[config.mk]
export PLATFORM = sky130hd
export DESIGN_NAME = thbr_ctrl
export DESIGN_NICKNAME = d
export VERILOG_FILES = /design/src/sv/thbr_pkg.sv /design/src/sv/thbr_ctrl.sv
export SDC_FILE = /design/constraint.sdc
export NUM_CORES = 1
export LEC_CHECK = 0
export ABC_AREA = 1
export BUFFER_PORTS_ARGS = -buffer_cell sky130_fd_sc_hd__buf_2
export CORE_AREA = 4 4 41 43
export CTS_CLUSTER_SIZE = 10
export DETAILED_ROUTE_END_ITERATION = 6
export DIE_AREA = 0 0 45 47
export PLACE_DENSITY_LB_ADDON = 0.3
export SLEW_MARGIN = 10
export SYNTH_ARGS = -nofsm -noshare
export SYNTH_HDL_FRONTEND = slang
export SYNTH_SLANG_ARGS = --single-unit
[constraint.sdc]
create_clock -name clk -period 1.95 [get_ports clk]
set_clock_uncertainty 0.05 [all_clocks]
set_input_delay 0.2925 -clock clk [delete_from_list [all_inputs] [get_ports clk]]
set_output_delay 0.2925 -clock clk [all_outputs]
set_load 0.01 [all_outputs]
[src/sv/thbr_pkg.sv]
package thbr_pkg;

  // Defaults for the top-level parameters
  localparam int DEPTH_DEF      = 256;
  localparam int DATA_WIDTH_DEF = 64;
  localparam int TIME_WIDTH_DEF = 32;

  // Fixed field widths at the ports
  localparam int NOW_W    = 32;
  localparam int SAMPLE_W = 64;
  localparam int AGE_W    = 8;
  localparam int SLOT_W   = 8;
  localparam int COUNT_W  = 9;
  localparam int STEP_W   = 32;
  localparam int LIMIT_W  = 9;
  localparam int CFG_W    = 32;
  localparam int CFG_IDX_W = 1;

  // Register indexes
  localparam logic [CFG_IDX_W-1:0] REG_TIME_STEP    = 1'b0;
  localparam logic [CFG_IDX_W-1:0] REG_RECORD_LIMIT = 1'b1;

  // Request opcodes
  localparam logic CMD_APPEND = 1'b0;
  localparam logic CMD_READ   = 1'b1;

  // Controller -> datapath commands, at most one per cycle
  typedef struct packed {
    logic load;
    logic rd_age;
    logic rd_newest;
    logic cap_last;
    logic mk_base;
    logic check;
    logic open_rec;
    logic write;
    logic finish;
  } thbr_cmd_t;

  // Datapath -> controller status
  typedef struct packed {
    logic is_read;
    logic read_hit;
    logic total_zero;
    logic step_zero;
    logic div_busy;
    logic out_free;
  } thbr_status_t;

endpackage

[src/sv/thbr_ctrl.sv]
module thbr_ctrl import thbr_pkg::*; (
  input  logic         clk,
  input  logic         rst_n,
  input  logic         in_valid,
  output logic         in_stall,
  input  thbr_status_t st_i,
  output thbr_cmd_t    cmd_o
);

  localparam logic [3:0] S_IDLE  = 4'd0;
  localparam logic [3:0] S_FETCH = 4'd1;
  localparam logic [3:0] S_RWAIT = 4'd2;
  localparam logic [3:0] S_LAST  = 4'd3;
  localparam logic [3:0] S_DIV   = 4'd4;
  localparam logic [3:0] S_BASE  = 4'd5;
  localparam logic [3:0] S_CHECK = 4'd6;
  localparam logic [3:0] S_OPEN  = 4'd7;
  localparam logic [3:0] S_WRITE = 4'd8;
  localparam logic [3:0] S_DONE  = 4'd9;

  logic [3:0] state_r;
  logic [3:0] state_nxt;

  always_comb begin
    state_nxt = state_r;
    cmd_o     = '0;
    unique case (state_r)
      S_IDLE: begin
        if (in_valid) begin
          cmd_o.load = 1'b1;
          state_nxt  = S_FETCH;
        end
      end
      S_FETCH: begin
        if (st_i.is_read) begin
          if (st_i.read_hit) begin
            cmd_o.rd_age = 1'b1;
            state_nxt    = S_RWAIT;
          end else begin
            state_nxt = S_DONE;
          end
        end else if (st_i.total_zero) begin
          state_nxt = S_OPEN;
        end else begin
          cmd_o.rd_newest = 1'b1;
          state_nxt       = S_LAST;
        end
      end
      S_RWAIT: state_nxt = S_DONE;
      S_LAST: begin
        cmd_o.cap_last = 1'b1;
        state_nxt      = st_i.step_zero ? S_CHECK : S_DIV;
      end
      S_DIV: begin
        if (!st_i.div_busy) begin
          state_nxt = S_BASE;
        end
      end
      S_BASE: begin
        cmd_o.mk_base = 1'b1;
        state_nxt     = S_CHECK;
      end
      S_CHECK: begin
        cmd_o.check = 1'b1;
        state_nxt   = S_OPEN;
      end
      S_OPEN: begin
        cmd_o.open_rec = 1'b1;
        state_nxt      = S_WRITE;
      end
      S_WRITE: begin
        cmd_o.write = 1'b1;
        state_nxt   = S_DONE;
      end
      S_DONE: begin
        if (st_i.out_free) begin
          cmd_o.finish = 1'b1;
          state_nxt    = S_IDLE;
        end
      end
      default: state_nxt = S_IDLE;
    endcase
  end

  always_ff @(posedge clk) begin
    if (!rst_n) begin
      state_r <= S_IDLE;
    end else begin
      state_r <= state_nxt;
    end
  end

  assign in_stall = (state_r != S_IDLE);

  a_cmd_exclusive: assert property (@(posedge clk) disable iff (!rst_n)
    $onehot0(cmd_o))
    else $error("more than one datapath command in a cycle");

  a_done_holds: assert property (@(posedge clk) disable iff (!rst_n)
    (state_r == S_DONE && !st_i.out_free) |=> (state_r == S_DONE))
    else $error("result dropped while output register full");

  a_div_exit: assert property (@(posedge clk) disable iff (!rst_n)
    (state_r == S_DIV && !st_i.div_busy) |=> (state_r == S_BASE))
    else $error("divider finish not followed by base step");

endmodule

# Word-level counts from Yosys, hierarchy flattened

Index checks and enable logic that the tools add are counted.

Logic and storage cells: 39
Output and inout port bits: 10
Register bits after elaboration: 4

Reductions and logical operators: 4
Eq/ne operators: 12
Multiplexer cells: 22

Operators with widths:

| operator                                      | count |
|---|---|
| case mux 4 bit (9 select lines)               | 1 |
| two-way mux 4 bit                             | 5 |
| == test 4 x 3 -> 1 bit, second input constant | 4 |
| two-way mux 1 bit                             | 13 |
| == test 4 x 2 -> 1 bit, second input constant | 2 |
| == test 4 bit, second input constant          | 2 |
| != test 2 bit, second input constant          | 3 |
| == test 4 x 1 -> 1 bit, second input constant | 1 |
| logical NOT 4 bit                             | 1 |
| two-way mux 2 bit                             | 2 |
| nonzero test 4 bit                            | 1 |
| two-way mux 3 bit                             | 1 |
| AND reduction 3 bit                           | 1 |
| OR reduction 2 bit                            | 1 |

# Depth between registers and ports, before layout

Word-level depth: 3
Gate-level depth with buffers: 8
Mapped depth without buffers: 8

# Worst setup path after synthesis

OpenSTA, ideal clock, no wires.

Path type: flip-flop to output port
Start point: register state_r[2]
End point: output port cmd_o[6] (netlist bit)
Setup slack: 0.676 ns
Arrival: 0.932 ns
Cell stages (with the launch flop): 6
Buffers on the path: 0
Cell sequence: dfxtp_1 nor2_2 inv_2 nor2_4 inv_2 nor3_1

RTL lines:

| item                   | RTL line        | text |
|---|---|---|
| start, declared        | thbr_ctrl.sv:21 | `logic [3:0] state_r;` |
| start signal, assigned | thbr_ctrl.sv:89 | `state_r <= state_nxt;` |
| end, declared          | thbr_ctrl.sv:7  | `output thbr_cmd_t cmd_o` |

==> summary.md <==
| Metric | Value |
|---|---|
| Outcome | `complete, no violations` |
| Post-synthesis cell area | `360 µm²` |
| Average vias per placed instance | `4.28` |
| Clk root buf | `clkbuf_4` |
| Logic pwr share | `0.605` |
| Tmin final | `1.58 ns` |
| Core region area | `1300 µm²` |
| Post-synth top area share | `0.222` |
| Top-count cell post-synth | `nand2_1` |
| Die Span Y | `between 40 and 50 µm` |
| GRT Total Usage | `0.101` |
| #FFs+latches synth | `4` |
| Final GP Congestion | `0.802` |
| Synth warnings | `0` |
| Critical Path Max Stage Delay | `0.34 ns` |
| Regs by FF count | `state_r x4` |
| Cells after Synth | `65` |
| CTS Buffer Depth | `2` |
| Global-route wire length before repair | `1.52 mm` |
| WHS Path Cells | `3` |
| Max Clk Rate | `0.634 GHz` |
| Wire per inst | `around 9.2 µm` |
| R2R Path End | `state_r[1]` |
| Req. time, crit path | `1.61 ns` |
| Switch Pwr | `0.304 mW` |
| Share of cells above drive strength 1 | `0.384` |
| Initial Utilization | `0.277` |
| Num ports | `19` |
| Largest net degree at the start of global routing | `5` |
| Die footprint | `2120 µm²` |
| Chip width | `45 µm` |
| Cell taking the most area after synthesis | `dfxtp_1` |
| Fin Setup TNS | `0 ns` |
| CP max-delay cell | `dfxtp_1` |
| Reg2Reg Launch Point | `state_r[0]` |
| Antenna violations before repair | `0` |
| Worst-Skew Late Latency | `0.24 ns` |
| Mean Syn Cell Area | `5.54 µm²` |
| Area Growth Syn to Fin | `36.5%` |
| Vias in the first global route | `404` |
| Hold Vio Cnt, Final | `0` |
| Clock transition at path regs | `~0.040 ns` |
| Max-slew headroom | `0.826` |
| Worst hold path class | `input pin to register` |
| Max reg flops | `4` |
| Final wirelength | `929 µm` |
| Drt pass-1 iters | `4` |
| Kind of critical path | `register to output pin` |
| Max-Cap Viols | `0` |
| CTS sink count | `4` |
| Critical path cell sequence | `nor2_2 -> inv_2 -> nor2_4 -> inv_2 -> nor3_1 -> buf_2` |
| Seq/Total Area, Yosys | `0.222` |
| Port-buffer cells | `18` |
| Crit Path Max Fanout | `4` |
| Max VDD drop | `0.418 mV` |
| Slew Limit Fails | `0` |
| Total CTS buffers | `3` |
| H-Tree Depth | `1` |
| Register-to-Register Path Depth | `7` |
| Pwr dens | `1260 nW/µm²` |
| # setup viols final | `0` |
| Crit path launch type | `register` |
| Register-to-register setup slack | `0.77 ns` |
| Drt drc | `0` |
| Power share of the clock group | `0.167` |
| Register area | `80.1 µm²` |
| Seq pwr share | `0.227` |
| WP data arrival | `1.24 ns` |
| Antenna Cells | `0` |
| Top reg by flops | `state_r` |
| FP Rows | `13` |
| 1st-iter DRT viols | `20` |
| Net Sw Frac | `0.491` |
| EDFF count, synth | `0` |
| Hold_ws | `0.218 ns` |
| Post-DP HPWL | `800 µm` |
| Top_reg_cell synth | `dfxtp_1` |
| Cts hold-fix bufs | `0` |
| Int Power | `approximately 0.31 mW` |
| Final nets | `97` |
| Setup Fix Bufs, Post-CTS | `0` |
| Crit. End Element | `output pin` |
| RSZ-0062 raised after global routing | `false` |
| Mapped Nets | `74` |
| Post-detailed-route count of antenna-violating nets | `0` |
| Post-cts resize count | `0` |
| Most used cell, CP | `inv_2` |
| Total number of vias | `432` |
| HP Start | `rst_n` |
| Total grt overflow | `0` |
| Multi-input logic area | `220 µm²` |
| Post-synth top cells | `nand2_1, nor2_1, inv_1` |
| CTS tree | `yes` |
| Area contributors post-synth | `dfxtp_1, nand2_1, nor2_1` |
| Synth async-reset ratio | `0` |
| Unique masters post-synth | `16` |
| Worst-Margin Slew | `0.260 ns` |
| Static Leak | `0.307 nW` |
| Hold EP | `state_r[3]` |
| Fill cell count | `~160` |
| Fin crit share | `0.809` |
routing by layer:
layer,global-route usage,up-vias,part of all wire
li1,-,238,-
met1,0.111,178,0.46
met2,0.169,16,0.45
met3,0.0268,0,0.087
met4,0.0702,0,0
met5,0,-,0
layout make-up:
class | instances | area share
Multi-Input combinational cell | 45 | 0.448
Timing Repair Buffer | 18 | 0.183
Sequential cell | 4 | 0.163
Inverter | 16 | 0.122
Clock buffer | 3 | 0.0458
Tap cell | 15 | 0.0382
cell usage in the layout (no fill, tap or decap):
master     n
clkbuf_4   3
buf_2     18
nand3_1    3
nand2_4    1
inv_2      4
nand3_2    1
nand4_1    1
nor3_1     2
nand2_1   14
o211ai_1   1
inv_1     12
a31oi_1    1
nor2_2     4
a21oi_1    2
dfxtp_1    4
nor2_1    13
nor2_4     1
nand2_2    1
worst max-delay path by stage:
stage | start | end | depth (start not counted)
3_5_place_dp | state_r[2] | cmd_o[6] | 6
6_report | state_r[2] | cmd_o[6] | 6
4_1_cts | state_r[2] | cmd_o[6] | 6
2_1_floorplan | state_r[2] | cmd_o[6] | 5
5_1_grt | state_r[2] | cmd_o[6] | 6
3_3_place_gp | state_r[2] | cmd_o[6] | 6
metrics by stage:
| stage | total power [mW] | cell area (µm²) | util | cells | setup WS [ns] |
|---|---|---|---|---|---|
| after global routing | 0.675 | 492 | 0.378 | 101 | 0.241 |
| after global placement | 0.516 | 469 | 0.361 | 98 | 0.657 |
| after CTS | 0.625 | 492 | 0.378 | 101 | 0.357 |
| after floorplan | 0.415 | 360 | - | 65 | 0.676 |
| final | 0.618 | 492 | 0.378 | 101 | 0.372 |
| after detailed placement | 0.519 | 469 | 0.361 | 98 | 0.620 |
critical path, delay by kind of cell, from the launching register on:
family / cells / cell delay [ns]
simple gates: 3 / 0.39
buf+inv: 3 / 0.28
flops: 1 / 0.34
cells by family (layout without fill, tap and decap cells):
kind of cell           count (synthesis)  count (layout)  synth area share
AO/OA/AOI/OAI                          4               4            0.0660
AND/OR/NAND/NOR                       41              41             0.545
flip-flops                             4               4             0.222
buffers and inverters                 16              37             0.167
power by group through the flow:
stage | registers, mW | logic, mW | clock network (mW)
after floorplan | 0.139 | 0.277 | 0
after global placement | 0.143 | 0.374 | 0
after detailed placement | 0.142 | 0.377 | 0
after CTS | 0.141 | 0.378 | 0.106
after global routing | 0.145 | 0.423 | 0.107
final | 0.141 | 0.374 | 0.103
Note: power is estimated with default switching activity, not from simulation.
